===== src/sfp_pkg.sv =====
`timescale 1ns / 1ps
`default_nettype none

package sfp_pkg;

  localparam int MAX_LEAD_ZEROS = 16;
  localparam int MB_SHIFT       = 4;
  localparam int GW             = MAX_LEAD_ZEROS + 1;
  localparam int ZW             = $clog2(MAX_LEAD_ZEROS + 1);
  localparam int SZ_W           = GW + MB_SHIFT + 2;
  localparam int Q_DEPTH        = 2;
  localparam int QP_W           = $clog2(Q_DEPTH);

  localparam logic [4:0] NAL_TYPE_SPS = 5'd7;
  localparam logic [7:0] PROFILE_HIGH = 8'd100;
  localparam logic [7:0] EMU_BYTE     = 8'h03;

  localparam logic [2:0] ST_OK        = 3'd0;
  localparam logic [2:0] ST_NOT_SPS   = 3'd1;
  localparam logic [2:0] ST_TRUNC     = 3'd2;
  localparam logic [2:0] ST_SCALING   = 3'd3;
  localparam logic [2:0] ST_CODE_LONG = 3'd4;
  localparam logic [2:0] ST_RANGE     = 3'd5;

  localparam logic [5:0] PH_HEADER  = 6'd0;
  localparam logic [5:0] PH_PROFILE = 6'd1;
  localparam logic [5:0] PH_CONSTR  = 6'd2;
  localparam logic [5:0] PH_LEVEL   = 6'd3;
  localparam logic [5:0] PH_ID      = 6'd4;
  localparam logic [5:0] PH_CHROMA  = 6'd5;
  localparam logic [5:0] PH_SEPCOL  = 6'd6;
  localparam logic [5:0] PH_DEPTHL  = 6'd7;
  localparam logic [5:0] PH_DEPTHC  = 6'd8;
  localparam logic [5:0] PH_QPBYP   = 6'd9;
  localparam logic [5:0] PH_SCALING = 6'd10;
  localparam logic [5:0] PH_LOG2FN  = 6'd11;
  localparam logic [5:0] PH_POCTYPE = 6'd12;
  localparam logic [5:0] PH_POCLSB  = 6'd13;
  localparam logic [5:0] PH_DZERO   = 6'd14;
  localparam logic [5:0] PH_OFFNR   = 6'd15;
  localparam logic [5:0] PH_OFFTB   = 6'd16;
  localparam logic [5:0] PH_CYCLE   = 6'd17;
  localparam logic [5:0] PH_OFFREF  = 6'd18;
  localparam logic [5:0] PH_NREF    = 6'd19;
  localparam logic [5:0] PH_GAPS    = 6'd20;
  localparam logic [5:0] PH_WIDTH   = 6'd21;
  localparam logic [5:0] PH_HEIGHT  = 6'd22;
  localparam logic [5:0] PH_FMO     = 6'd23;
  localparam logic [5:0] PH_MBAFF   = 6'd24;
  localparam logic [5:0] PH_D8      = 6'd25;
  localparam logic [5:0] PH_CROPF   = 6'd26;
  localparam logic [5:0] PH_CROPL   = 6'd27;
  localparam logic [5:0] PH_CROPR   = 6'd28;
  localparam logic [5:0] PH_CROPT   = 6'd29;
  localparam logic [5:0] PH_CROPB   = 6'd30;
  localparam logic [5:0] PH_DONE    = 6'd31;
  localparam logic [5:0] PH_FAIL    = 6'd32;

  typedef struct packed {
    logic [7:0] data;
    logic       last;
    logic       hdr;
    logic       drop;
  } q_item_t;

  // Length of a fixed-width element; zero marks an exp-Golomb element.
  function automatic logic [3:0] fix_len(input logic [5:0] ph);
    logic [3:0] len;
    begin
      len = 4'd0;
      unique case (ph)
        PH_PROFILE, PH_CONSTR, PH_LEVEL: len = 4'd8;
        PH_SEPCOL, PH_QPBYP, PH_SCALING, PH_DZERO, PH_GAPS,
        PH_FMO, PH_MBAFF, PH_D8, PH_CROPF: len = 4'd1;
        default: len = 4'd0;
      endcase
      return len;
    end
  endfunction

endpackage

`default_nettype wire


===== src/sfp_if.sv =====
`timescale 1ns / 1ps
`default_nettype none

interface sfp_in_if;
  logic       valid;
  logic       ready;
  logic [7:0] data_byte;
  logic       last_byte;
  modport source (output valid, output data_byte, output last_byte, input ready);
  modport sink (input valid, input data_byte, input last_byte, output ready);
endinterface

interface sfp_out_if;
  logic        valid;
  logic        ready;
  logic [2:0]  status;
  logic [7:0]  profile;
  logic [7:0]  level;
  logic [4:0]  set_id;
  logic [1:0]  chroma_format;
  logic        frames_only;
  logic [15:0] pic_width;
  logic [15:0] pic_height;
  modport source (output valid, output status, output profile, output level,
                  output set_id, output chroma_format, output frames_only,
                  output pic_width, output pic_height, input ready);
  modport sink (input valid, input status, input profile, input level,
                input set_id, input chroma_format, input frames_only,
                input pic_width, input pic_height, output ready);
endinterface

`default_nettype wire


===== src/sfp_fifo.sv =====
`timescale 1ns / 1ps
`default_nettype none

module sfp_fifo
  import sfp_pkg::*;
(
  input  wire logic    clk,
  input  wire logic    rst_n,
  input  wire logic    push,
  input  q_item_t      push_item,
  output logic         full,
  input  wire logic    pop,
  output q_item_t      pop_item,
  output logic         not_empty
);

  q_item_t              mem_r [Q_DEPTH];
  logic [QP_W-1:0]      wr_ptr_r;
  logic [QP_W-1:0]      rd_ptr_r;
  logic [QP_W:0]        count_r;

  assign full      = (count_r == (QP_W+1)'(Q_DEPTH));
  assign not_empty = (count_r != '0);
  assign pop_item  = mem_r[rd_ptr_r];

  always_ff @(posedge clk) begin
    if (push) begin
      mem_r[wr_ptr_r] <= push_item;
    end
  end

  always_ff @(posedge clk) begin
    if (!rst_n) begin
      wr_ptr_r <= '0;
      rd_ptr_r <= '0;
      count_r  <= '0;
    end else begin
      if (push) begin
        wr_ptr_r <= (wr_ptr_r == QP_W'(Q_DEPTH - 1)) ? '0 : wr_ptr_r + 1'b1;
      end
      if (pop) begin
        rd_ptr_r <= (rd_ptr_r == QP_W'(Q_DEPTH - 1)) ? '0 : rd_ptr_r + 1'b1;
      end
      if (push && !pop) begin
        count_r <= count_r + 1'b1;
      end else if (pop && !push) begin
        count_r <= count_r - 1'b1;
      end
    end
  end

endmodule

`default_nettype wire


===== src/sfp_front.sv =====
`timescale 1ns / 1ps
`default_nettype none

module sfp_front
  import sfp_pkg::*;
(
  input  wire logic clk,
  input  wire logic rst_n,
  sfp_in_if.sink    in_ch,
  input  wire logic q_full,
  output logic      q_push,
  output q_item_t   q_item
);

  logic       hdr_r;
  logic       hdr_nxt;
  logic [1:0] zero_run_r;
  logic [1:0] zero_run_nxt;
  logic       drop;

  assign in_ch.ready = !q_full;
  assign q_push      = in_ch.valid && !q_full;
  assign drop        = !hdr_r && (zero_run_r == 2'd2) && (in_ch.data_byte == EMU_BYTE);

  always_comb begin
    q_item.data = in_ch.data_byte;
    q_item.last = in_ch.last_byte;
    q_item.hdr  = hdr_r;
    q_item.drop = drop;
  end

  always_comb begin
    hdr_nxt      = hdr_r;
    zero_run_nxt = zero_run_r;
    if (q_push) begin
      hdr_nxt = in_ch.last_byte;
      if (hdr_r || drop || in_ch.last_byte || in_ch.data_byte != 8'h00) begin
        zero_run_nxt = 2'd0;
      end else if (zero_run_r != 2'd2) begin
        zero_run_nxt = zero_run_r + 2'd1;
      end
    end
  end

  always_ff @(posedge clk) begin
    if (!rst_n) begin
      hdr_r      <= 1'b1;
      zero_run_r <= 2'd0;
    end else begin
      hdr_r      <= hdr_nxt;
      zero_run_r <= zero_run_nxt;
    end
  end

endmodule

`default_nettype wire


===== src/sfp_back.sv =====
`timescale 1ns / 1ps
`default_nettype none

module sfp_back
  import sfp_pkg::*;
(
  input  wire logic clk,
  input  wire logic rst_n,
  input  wire logic q_not_empty,
  input  q_item_t   q_item,
  output logic      q_pop,
  sfp_out_if.source out_ch
);

  typedef enum logic [2:0] {
    S_IDLE = 3'b001,
    S_BITS = 3'b010,
    S_RES  = 3'b100
  } state_t;

  state_t          state_r, state_nxt;
  logic [7:0]      byte_r, byte_nxt;
  logic [2:0]      cnt_r, cnt_nxt;
  logic            last_r, last_nxt;

  logic [5:0]      phase_r, phase_nxt;
  logic [ZW-1:0]   bits_r, bits_nxt;
  logic [ZW-1:0]   zeros_r, zeros_nxt;
  logic [GW-1:0]   val_r, val_nxt;
  logic [7:0]      loop_r, loop_nxt;
  logic [2:0]      err_r, err_nxt;
  logic [7:0]      profile_r, profile_nxt;
  logic [7:0]      level_r, level_nxt;
  logic [4:0]      id_r, id_nxt;
  logic [1:0]      chroma_r, chroma_nxt;
  logic [GW-1:0]   width_r, width_nxt;
  logic [GW-1:0]   height_r, height_nxt;
  logic            fmo_r, fmo_nxt;
  logic            cropf_r, cropf_nxt;
  logic [GW-1:0]   cl_r, cl_nxt;
  logic [GW-1:0]   cr_r, cr_nxt;
  logic [GW-1:0]   ct_r, ct_nxt;
  logic [GW-1:0]   cb_r, cb_nxt;

  logic            out_valid_r;
  logic [2:0]      o_status_r;
  logic [7:0]      o_profile_r;
  logic [7:0]      o_level_r;
  logic [4:0]      o_id_r;
  logic [1:0]      o_chroma_r;
  logic            o_fmo_r;
  logic [15:0]     o_width_r;
  logic [15:0]     o_height_r;

  logic            take;
  logic            hdr_take;
  logic            feed;
  logic            bit_in;
  logic            active;
  logic [3:0]      fl;
  logic [GW-1:0]   val_sh;
  logic            fin;
  logic [GW-1:0]   fin_v;
  logic            start;
  logic [5:0]      nph;
  logic            out_load;

  logic [SZ_W-1:0] ww, hh, cw, ch, w_fin, h_fin;
  logic            size_ok;
  logic [2:0]      res_status;

  assign out_load = (state_r == S_RES) && (!out_valid_r || out_ch.ready);
  assign take = q_not_empty &&
                ((state_r == S_IDLE) ||
                 ((state_r == S_BITS) && (cnt_r == 3'd7) && !last_r &&
                  !q_item.hdr && !q_item.drop));
  assign q_pop    = take;
  assign hdr_take = take && q_item.hdr;
  assign feed     = (state_r == S_BITS);
  assign bit_in   = byte_r[7];

  always_comb begin
    state_nxt = state_r;
    byte_nxt  = byte_r;
    cnt_nxt   = cnt_r;
    last_nxt  = last_r;
    if (state_r == S_BITS) begin
      byte_nxt = {byte_r[6:0], 1'b0};
      cnt_nxt  = cnt_r + 3'd1;
      if (cnt_r == 3'd7) begin
        state_nxt = last_r ? S_RES : S_IDLE;
      end
    end
    if (take) begin
      if (q_item.hdr || q_item.drop) begin
        state_nxt = q_item.last ? S_RES : S_IDLE;
      end else begin
        state_nxt = S_BITS;
        byte_nxt  = q_item.data;
        cnt_nxt   = 3'd0;
        last_nxt  = q_item.last;
      end
    end
    if (out_load) begin
      state_nxt = S_IDLE;
    end
  end

  // Bit-serial syntax element decoder.
  always_comb begin
    phase_nxt   = phase_r;
    bits_nxt    = bits_r;
    zeros_nxt   = zeros_r;
    val_nxt     = val_r;
    loop_nxt    = loop_r;
    err_nxt     = err_r;
    profile_nxt = profile_r;
    level_nxt   = level_r;
    id_nxt      = id_r;
    chroma_nxt  = chroma_r;
    width_nxt   = width_r;
    height_nxt  = height_r;
    fmo_nxt     = fmo_r;
    cropf_nxt   = cropf_r;
    cl_nxt      = cl_r;
    cr_nxt      = cr_r;
    ct_nxt      = ct_r;
    cb_nxt      = cb_r;
    fin         = 1'b0;
    fin_v       = '0;
    start       = 1'b0;
    nph         = phase_r;
    active      = (phase_r >= PH_PROFILE) && (phase_r <= PH_CROPB);
    fl          = fix_len(phase_r);
    val_sh      = {val_r[GW-2:0], bit_in};

    if (feed && active) begin
      if (fl != 4'd0) begin
        val_nxt  = val_sh;
        bits_nxt = bits_r - 1'b1;
        if (bits_r == ZW'(1)) begin
          fin   = 1'b1;
          fin_v = val_sh;
        end
      end else if (bits_r == '0) begin
        if (!bit_in) begin
          if (zeros_r >= ZW'(MAX_LEAD_ZEROS)) begin
            phase_nxt = PH_FAIL;
            err_nxt   = ST_CODE_LONG;
          end else begin
            zeros_nxt = zeros_r + 1'b1;
          end
        end else if (zeros_r == '0) begin
          fin = 1'b1;
        end else begin
          bits_nxt = zeros_r;
          val_nxt  = '0;
        end
      end else begin
        val_nxt  = val_sh;
        bits_nxt = bits_r - 1'b1;
        if (bits_r == ZW'(1)) begin
          fin   = 1'b1;
          fin_v = ((GW'(1) << zeros_r) - GW'(1)) + val_sh;
        end
      end
    end

    if (fin) begin
      start = 1'b1;
      unique case (phase_r)
        PH_PROFILE: begin profile_nxt = fin_v[7:0]; nph = PH_CONSTR; end
        PH_CONSTR:  nph = PH_LEVEL;
        PH_LEVEL:   begin level_nxt = fin_v[7:0]; nph = PH_ID; end
        PH_ID: begin
          if (fin_v > GW'(31)) begin
            start = 1'b0;
          end else begin
            id_nxt = fin_v[4:0];
            nph    = (profile_r == PROFILE_HIGH) ? PH_CHROMA : PH_LOG2FN;
          end
        end
        PH_CHROMA: begin
          if (fin_v > GW'(3)) begin
            start = 1'b0;
          end else begin
            chroma_nxt = fin_v[1:0];
            nph        = (fin_v == GW'(3)) ? PH_SEPCOL : PH_DEPTHL;
          end
        end
        PH_SEPCOL: nph = PH_DEPTHL;
        PH_DEPTHL: begin start = (fin_v <= GW'(6)); nph = PH_DEPTHC; end
        PH_DEPTHC: begin start = (fin_v <= GW'(6)); nph = PH_QPBYP; end
        PH_QPBYP:  nph = PH_SCALING;
        PH_SCALING: begin start = (fin_v == '0); nph = PH_LOG2FN; end
        PH_LOG2FN: begin start = (fin_v <= GW'(12)); nph = PH_POCTYPE; end
        PH_POCTYPE: begin
          start = (fin_v <= GW'(2));
          nph   = (fin_v == '0) ? PH_POCLSB :
                  ((fin_v == GW'(1)) ? PH_DZERO : PH_NREF);
        end
        PH_POCLSB: begin start = (fin_v <= GW'(12)); nph = PH_NREF; end
        PH_DZERO:  nph = PH_OFFNR;
        PH_OFFNR:  nph = PH_OFFTB;
        PH_OFFTB:  nph = PH_CYCLE;
        PH_CYCLE: begin
          start    = (fin_v <= GW'(255));
          loop_nxt = fin_v[7:0];
          nph      = (fin_v == '0) ? PH_NREF : PH_OFFREF;
        end
        PH_OFFREF: begin
          loop_nxt = loop_r - 8'd1;
          nph      = (loop_r == 8'd1) ? PH_NREF : PH_OFFREF;
        end
        PH_NREF:   nph = PH_GAPS;
        PH_GAPS:   nph = PH_WIDTH;
        PH_WIDTH:  begin width_nxt = fin_v; nph = PH_HEIGHT; end
        PH_HEIGHT: begin height_nxt = fin_v; nph = PH_FMO; end
        PH_FMO: begin
          fmo_nxt = fin_v[0];
          nph     = fin_v[0] ? PH_D8 : PH_MBAFF;
        end
        PH_MBAFF:  nph = PH_D8;
        PH_D8:     nph = PH_CROPF;
        PH_CROPF: begin
          cropf_nxt = fin_v[0];
          nph       = fin_v[0] ? PH_CROPL : PH_DONE;
        end
        PH_CROPL:  begin cl_nxt = fin_v; nph = PH_CROPR; end
        PH_CROPR:  begin cr_nxt = fin_v; nph = PH_CROPT; end
        PH_CROPT:  begin ct_nxt = fin_v; nph = PH_CROPB; end
        PH_CROPB:  begin cb_nxt = fin_v; nph = PH_DONE; end
        default:   start = 1'b0;
      endcase
      if (!start) begin
        phase_nxt = PH_FAIL;
        err_nxt   = (phase_r == PH_SCALING) ? ST_SCALING : ST_RANGE;
      end
    end

    if (start) begin
      phase_nxt = nph;
      bits_nxt  = ZW'(fix_len(nph));
      zeros_nxt = '0;
      val_nxt   = '0;
    end

    if (hdr_take) begin
      bits_nxt    = '0;
      zeros_nxt   = '0;
      val_nxt     = '0;
      loop_nxt    = '0;
      profile_nxt = '0;
      level_nxt   = '0;
      id_nxt      = '0;
      chroma_nxt  = 2'd1;
      width_nxt   = '0;
      height_nxt  = '0;
      fmo_nxt     = 1'b0;
      cropf_nxt   = 1'b0;
      cl_nxt      = '0;
      cr_nxt      = '0;
      ct_nxt      = '0;
      cb_nxt      = '0;
      if (q_item.data[4:0] != NAL_TYPE_SPS) begin
        phase_nxt = PH_FAIL;
        err_nxt   = ST_NOT_SPS;
      end else begin
        phase_nxt = PH_PROFILE;
        err_nxt   = ST_OK;
        bits_nxt  = ZW'(fix_len(PH_PROFILE));
      end
    end else if (out_load) begin
      phase_nxt = PH_HEADER;
      err_nxt   = ST_OK;
    end
  end

  // Cropped picture size, its range check and the result status.
  always_comb begin
    ww = SZ_W'(width_r + GW'(1)) << MB_SHIFT;
    hh = (SZ_W'(height_r + GW'(1)) << MB_SHIFT) << (fmo_r ? 1'b0 : 1'b1);
    cw = SZ_W'(cl_r) + SZ_W'(cr_r);
    if (chroma_r == 2'd1 || chroma_r == 2'd2) begin
      cw = cw << 1;
    end
    ch = SZ_W'(ct_r) + SZ_W'(cb_r);
    if (chroma_r == 2'd1) begin
      ch = ch << 1;
    end
    if (!fmo_r) begin
      ch = ch << 1;
    end
    size_ok = (ww <= SZ_W'(65535)) && (hh <= SZ_W'(65535));
    if (cropf_r) begin
      size_ok = size_ok && (cw < ww) && (ch < hh);
      w_fin   = ww - cw;
      h_fin   = hh - ch;
    end else begin
      w_fin = ww;
      h_fin = hh;
    end
    if (err_r != ST_OK) begin
      res_status = err_r;
    end else if (phase_r != PH_DONE) begin
      res_status = ST_TRUNC;
    end else if (!size_ok) begin
      res_status = ST_RANGE;
    end else begin
      res_status = ST_OK;
    end
  end

  always_ff @(posedge clk) begin
    if (!rst_n) begin
      state_r     <= S_IDLE;
      phase_r     <= PH_HEADER;
      err_r       <= ST_OK;
      out_valid_r <= 1'b0;
    end else begin
      state_r <= state_nxt;
      phase_r <= phase_nxt;
      err_r   <= err_nxt;
      if (out_load) begin
        out_valid_r <= 1'b1;
      end else if (out_ch.ready) begin
        out_valid_r <= 1'b0;
      end
    end
  end

  always_ff @(posedge clk) begin
    byte_r    <= byte_nxt;
    cnt_r     <= cnt_nxt;
    last_r    <= last_nxt;
    bits_r    <= bits_nxt;
    zeros_r   <= zeros_nxt;
    val_r     <= val_nxt;
    loop_r    <= loop_nxt;
    profile_r <= profile_nxt;
    level_r   <= level_nxt;
    id_r      <= id_nxt;
    chroma_r  <= chroma_nxt;
    width_r   <= width_nxt;
    height_r  <= height_nxt;
    fmo_r     <= fmo_nxt;
    cropf_r   <= cropf_nxt;
    cl_r      <= cl_nxt;
    cr_r      <= cr_nxt;
    ct_r      <= ct_nxt;
    cb_r      <= cb_nxt;
    if (out_load) begin
      o_status_r <= res_status;
      if (res_status == ST_OK) begin
        o_profile_r <= profile_r;
        o_level_r   <= level_r;
        o_id_r      <= id_r;
        o_chroma_r  <= chroma_r;
        o_fmo_r     <= fmo_r;
        o_width_r   <= w_fin[15:0];
        o_height_r  <= h_fin[15:0];
      end else begin
        o_profile_r <= '0;
        o_level_r   <= '0;
        o_id_r      <= '0;
        o_chroma_r  <= '0;
        o_fmo_r     <= 1'b0;
        o_width_r   <= '0;
        o_height_r  <= '0;
      end
    end
  end

  assign out_ch.valid         = out_valid_r;
  assign out_ch.status        = o_status_r;
  assign out_ch.profile       = o_profile_r;
  assign out_ch.level         = o_level_r;
  assign out_ch.set_id        = o_id_r;
  assign out_ch.chroma_format = o_chroma_r;
  assign out_ch.frames_only   = o_fmo_r;
  assign out_ch.pic_width     = o_width_r;
  assign out_ch.pic_height    = o_height_r;

endmodule

`default_nettype wire


===== src/sps_frame_size_parser.sv =====
`timescale 1ns / 1ps
`default_nettype none

// Parses one H.264 sequence parameter set per NAL unit and reports the
// cropped luma size, profile, level, set id, chroma format and field mode,
// with one result for each unit, ended by the request that carries the last
// byte. The front end checks bytes for emulation prevention and queues them;
// the back end decodes the bit stream one bit per cycle while bytes are
// queued, and takes the header byte and dropped 03 bytes without decoding
// bits. After the last bit of a unit the back end waits in a result state
// until the output register is free, then registers the result, and the next
// unit may be accepted while the result waits to be taken.

module sps_frame_size_parser
  import sfp_pkg::*;
(
  input  wire logic  clk,
  input  wire logic  rst_n,
  sfp_in_if.sink     in_ch,
  sfp_out_if.source  out_ch
);

  logic    q_push;
  logic    q_full;
  logic    q_pop;
  logic    q_not_empty;
  q_item_t q_in;
  q_item_t q_out;

  sfp_front u_front (
    .clk    (clk),
    .rst_n  (rst_n),
    .in_ch  (in_ch),
    .q_full (q_full),
    .q_push (q_push),
    .q_item (q_in)
  );

  sfp_fifo u_fifo (
    .clk       (clk),
    .rst_n     (rst_n),
    .push      (q_push),
    .push_item (q_in),
    .full      (q_full),
    .pop       (q_pop),
    .pop_item  (q_out),
    .not_empty (q_not_empty)
  );

  sfp_back u_back (
    .clk         (clk),
    .rst_n       (rst_n),
    .q_not_empty (q_not_empty),
    .q_item      (q_out),
    .q_pop       (q_pop),
    .out_ch      (out_ch)
  );

endmodule

`default_nettype wire


===== src/flat_wrapper.sv =====
// flat-port wrapper written by rule: the top's interface ports become plain ports
module sps_frame_size_parser_flat import sfp_pkg::*;
  (clk, rst_n, in_ch_valid, in_ch_data_byte, in_ch_last_byte, in_ch_ready, out_ch_valid, out_ch_status, out_ch_profile, out_ch_level, out_ch_set_id, out_ch_chroma_format, out_ch_frames_only, out_ch_pic_width, out_ch_pic_height, out_ch_ready);
  sfp_in_if in_ch_i ();
  sfp_out_if out_ch_i ();
  input  wire logic clk;
  input  wire logic rst_n;
  input wire logic [$bits(in_ch_i.valid)-1:0] in_ch_valid;
  input wire logic [$bits(in_ch_i.data_byte)-1:0] in_ch_data_byte;
  input wire logic [$bits(in_ch_i.last_byte)-1:0] in_ch_last_byte;
  output wire logic [$bits(in_ch_i.ready)-1:0] in_ch_ready;
  output wire logic [$bits(out_ch_i.valid)-1:0] out_ch_valid;
  output wire logic [$bits(out_ch_i.status)-1:0] out_ch_status;
  output wire logic [$bits(out_ch_i.profile)-1:0] out_ch_profile;
  output wire logic [$bits(out_ch_i.level)-1:0] out_ch_level;
  output wire logic [$bits(out_ch_i.set_id)-1:0] out_ch_set_id;
  output wire logic [$bits(out_ch_i.chroma_format)-1:0] out_ch_chroma_format;
  output wire logic [$bits(out_ch_i.frames_only)-1:0] out_ch_frames_only;
  output wire logic [$bits(out_ch_i.pic_width)-1:0] out_ch_pic_width;
  output wire logic [$bits(out_ch_i.pic_height)-1:0] out_ch_pic_height;
  input wire logic [$bits(out_ch_i.ready)-1:0] out_ch_ready;
  assign in_ch_i.valid = in_ch_valid;
  assign in_ch_i.data_byte = in_ch_data_byte;
  assign in_ch_i.last_byte = in_ch_last_byte;
  assign in_ch_ready = in_ch_i.ready;
  assign out_ch_valid = out_ch_i.valid;
  assign out_ch_status = out_ch_i.status;
  assign out_ch_profile = out_ch_i.profile;
  assign out_ch_level = out_ch_i.level;
  assign out_ch_set_id = out_ch_i.set_id;
  assign out_ch_chroma_format = out_ch_i.chroma_format;
  assign out_ch_frames_only = out_ch_i.frames_only;
  assign out_ch_pic_width = out_ch_i.pic_width;
  assign out_ch_pic_height = out_ch_i.pic_height;
  assign out_ch_i.ready = out_ch_ready;
  sps_frame_size_parser u_core (.clk(clk), .rst_n(rst_n), .in_ch(in_ch_i), .out_ch(out_ch_i));
endmodule

===== config.mk =====
export PLATFORM = sky130hd
export DESIGN_NAME = sps_frame_size_parser_flat
export DESIGN_NICKNAME = d
export VERILOG_FILES = /design/src/sfp_pkg.sv /design/src/sfp_if.sv /design/src/sfp_fifo.sv /design/src/sfp_front.sv /design/src/sfp_back.sv /design/src/sps_frame_size_parser.sv /design/src/flat_wrapper.sv
export SDC_FILE = /design/constraint.sdc
export NUM_CORES = 1
export LEC_CHECK = 0
export ABC_AREA = 1
export BUFFER_PORTS_ARGS = -buffer_cell sky130_fd_sc_hd__buf_2
export CAP_MARGIN = 5
export CORE_MARGIN = 3
export CORE_UTILIZATION = 60
export DETAILED_ROUTE_END_ITERATION = 7
export PLACE_DENSITY = 0.86
export RECOVER_POWER = 100
export SLEW_MARGIN = 20
export SYNTH_ARGS = -nofsm -noshare
export SYNTH_HDL_FRONTEND = slang
export SYNTH_HIERARCHICAL = 1
export SYNTH_SLANG_ARGS = --single-unit

===== constraint.sdc =====
create_clock -name clk -period 7 [get_ports clk]
set_clock_uncertainty 0.2 [all_clocks]
set_input_delay 0.7 -clock clk [delete_from_list [all_inputs] [get_ports clk]]
set_output_delay 0.7 -clock clk [all_outputs]
set_load 0.05 [all_outputs]

==> run_results.csv <==
group,metric,value,unit
run_status,status,"complete, but fails checks",
run_status,violations,"capacitance limit, slew limit",
min_path,min_from,"in_ch_data_byte[6]",
yosys,synth_edf_count,87,
floorplanning,die_w,182.1,um
place,gp_congestion,0.9727,
timing,holdWs,0.1718,ns
finish,syn2layout_area_growth,6.765,%
global_route,grt_pass1_vias,16350,
yosys,synth.mux.area_fraction,0.009750,
finish,fillers,2529,
clocking,cts_buffers,30,
clocking,clock-sinks,277,
yosys,synthesis.nets,2731,
setup_path,critPathLaunch,"u_core/u_back/cl_r[0]$_SDFFE_PP0P_",
yosys,synth_fa_ha_area_frac,0.09938,
drt,via_count,17350,
clocking,cts_buffer_depth,3,
finish,regArea,0.006416,mm2
place,placedCellCount,2955,
clocking,ctsHtreeMaxLevel,1,
drt,dr.pass1.iters,6,
pwr,power_density,219.0,mW/mm2
floorplanning,die_h,182.1,um
finish,diodes,0,
finish,nNetsFinal,2756,
drt,drt_iter0_drc,1419,
timing,hold_viol,0,
drt,viasPerCell,5.765,
yosys,synth_xor_area_frac,0.03248,
timing,maxSlewViolCount,131,
drt,wl,48280,um
yosys,syn_area,0.01861,mm2
timing,fmaxAchievable,0.1589,GHz
yosys,synth_cell_types,71,
setup_path,critPathMostFrequentCell,"nand2_1",
setup_path,end_kind,"flop",
finish,final_cell_mix,"nand2_1, inv_1, a21oi_1",
pwr,vdd_drop_max,0.0003171,V
clocking,clkLatencyLatePin,0.57,ns
min_path,min_path_cells,1,
setup_path,cp.arrival,6.45,ns
global_route,grt_pass1_wl,78190,um
timing,finalCritPeriodShare,0.8991,
clocking,cts_tree,"done",
timing,slew_headroom,-1.303,
setup_path,max_stage_delay,0.75,ns
yosys,yosys.area.top_type,"dfxtp_1",
timing,setup_viol,0,
timing,tightest_slew,3.454,ns
yosys,synth-compound-area-share,0.1687,
floorplanning,rows,63,
floorplanning,start_util,0.6180,
finish,drive_gt1_frac,0.05382,
finish,fin_cells,3010,
min_path,whs_endpoint,"u_core/u_fifo/mem_r[0][9]$_DFFE_PP_",
yosys,synth_top_family_by_area,"simple AND/OR/NAND/NOR gates",
yosys,syn_avg_cell_area,7.235,um2
finish,layout_commonest_cell,"nand2_1",
setup_path,cp.required,7.16,ns
min_path,hold_class,"primary input to flop",
yosys,ys_top_cells_by_area,"dfxtp_1, edfxtp_1, nand2_1",
drt,drcViolationCount,0,
place,port_buffers,73,
drt,wl_per_cell,16.04,um
clocking,ctsHoldBuffers,0,
setup_path,reg2reg_from,"u_core/u_back/cl_r[0]$_SDFFE_PP0P_",
yosys,yosysWarnings,6,
yosys,yosys.area_share.simple,0.2428,
setup_path,worst-path-max-fanout,42,
yosys,synth_seq_cells,277,
place,dp_hpwl,35280,um
timing,finalCriticalPeriod,6.294,ns
setup_path,r2r_end,"u_core/u_back/out_ch.pic_height[11]$_SDFFCE_PP0P_",
yosys,netlist.area_leader.share,0.2044,
global_route,grt_usage,0.2788,
global_route,antenna_found_initial,0,
floorplanning,die_area,0.03316,mm2
setup_path,criticalPathCategory,"flop to flop",
yosys,synth-async-reset-ratio,0,
clocking,clk_pin_slew,0.06,ns
setup_path,cp_slowest_cell,"o41ai_1",
clocking,ctsResizeCount,0,
pwr,cellLeakagePower,9.164,nW
timing,rsz0062_at_grt,"no",
global_route,overflow,0,
finish,multi_input_area,0.01018,mm2
global_route,grt_max_degree,127,
yosys,ys_seq_area_frac,0.3448,
flow_run,max_cap_viol_count,3,
clocking,root_buffer,"clkbuf_16",
setup_path,startpoint_type,"flop",
yosys,syn_inst,2572,
floorplanning,coreArea,0.03011,mm2
drt,drtAntennaViolNets,0,
floorplanning,ios,74,
clocking,post_cts.repair.setup_buffers,0,
yosys,synthFlopType,"dfxtp_1",
setup_path,r2r_cells,29,
setup_path,r2r_slack,0.71,ns
timing,final.setup.tns,0,ns
-- logic make-up after synthesis --
| group | count (synthesis) |
|---|---|
| simple gates | 1020 |
| buf+inv | 476 |
| fa+ha+maj | 146 |
| flops | 277 |
| mux | 13 |
| compound gates | 571 |
| xor+xnor | 69 |
-- worst max-delay path by stage --
stage	end	slack (ns)	cells past startpoint
6_report	u_core/u_back/out_ch.pic_height[11]$_SDFFCE_PP0P_	0.71	29
5_1_grt	u_core/u_back/out_ch.pic_height[13]$_SDFFCE_PP0P_	0.16	29
4_1_cts	u_core/u_back/out_ch.pic_height[11]$_SDFFCE_PP0P_	0.82	29
3_5_place_dp	u_core/u_back/out_ch.pic_height[11]$_SDFFCE_PP0P_	0.92	29
3_3_place_gp	u_core/u_back/out_ch.pic_height[11]$_SDFFCE_PP0P_	1.31	29
2_1_floorplan	u_core/u_back/out_ch.pic_height[7]$_SDFFCE_PP0P_	2.09	30
-- sequential cells by signal, summed over array words and instances (netlist names), 16 cells and up, named ones only --
register / cells
u_core/u_fifo/mem_r: 22
u_core/u_back/cb_r: 17
u_core/u_back/cl_r: 17
u_core/u_back/cr_r: 17
u_core/u_back/ct_r: 17
u_core/u_back/height_r: 17
u_core/u_back/width_r: 17
u_core/u_back/out_ch.pic_height: 16
u_core/u_back/out_ch.pic_width: 16
u_core/u_back/val_r: 16
-- worst max-delay path, delay by kind of cell, from the launching register on --
kind                       cells  cell delay [ns]
buffers and inverters          2             0.21
xor gates and xnor gates       1             0.16
DFF                            1             0.32
and+or+nand+nor               13             2.11
AOI/OAI and AO/OA             10             2.07
adders and majority gates      3             1.01
-- area by class of cell --
cell class              instances  area share
multi-input cells            1819      0.5125
flip-flops and latches        277      0.3230
inverters                     384     0.07281
clock buffers                  47     0.04686
well taps                     390     0.02456
repair buffers                 85     0.01776
clock inverters                 8    0.002519
-- per-stage QoR --
| stage | cell area, um2 | worst slack, ns | power, mW | utilization |
|---|---|---|---|---|
| after floorplan | 18610 | 2.095 | 2.647 | - |
| after global placement | 19110 | 1.306 | 2.801 | 0.6345 |
| after detailed placement | 19110 | 0.9207 | 2.842 | 0.6345 |
| after CTS | 20090 | 0.8250 | 4.403 | 0.6671 |
| after global routing | 19870 | 0.1569 | 4.556 | 0.6598 |
| final | 19870 | 0.7060 | 4.352 | 0.6598 |
-- report_power, final --
part / internal, mW / total, mW / switching (mW)
clock: 0.911 / 1.56 / 0.645
sequential: 1.79 / 1.87 / 0.0761
combinational: 0.245 / 0.929 / 0.684
total: 2.95 / 4.35 / 1.40
-- cell usage after synthesis (12+ instances only) --
master    instances
xnor2_1          13
buf_2            16
nor2_1          232
nand2_1         502
a211oi_1         12
nand4_1          41
ha_1            143
clkbuf_1         52
nor3_1           27
inv_1           363
dfxtp_1         190
xor2_1           56
nand3_1         139
o22ai_1          13
a31oi_1          15
edfxtp_1         87
o21ai_0         233
a21oi_1         237
or2_2            20
inv_2            16
buf_4            13
-- per-layer routing --
metal	up-vias	global-route usage	routed length, um
met1	8018	0.3635	20730
met5	-	0	0
met3	116	0.02890	3019
li1	8559	-	-
met4	0	0.09567	1561
met2	659	0.4843	22970
(Power assumes the default switching activity.)
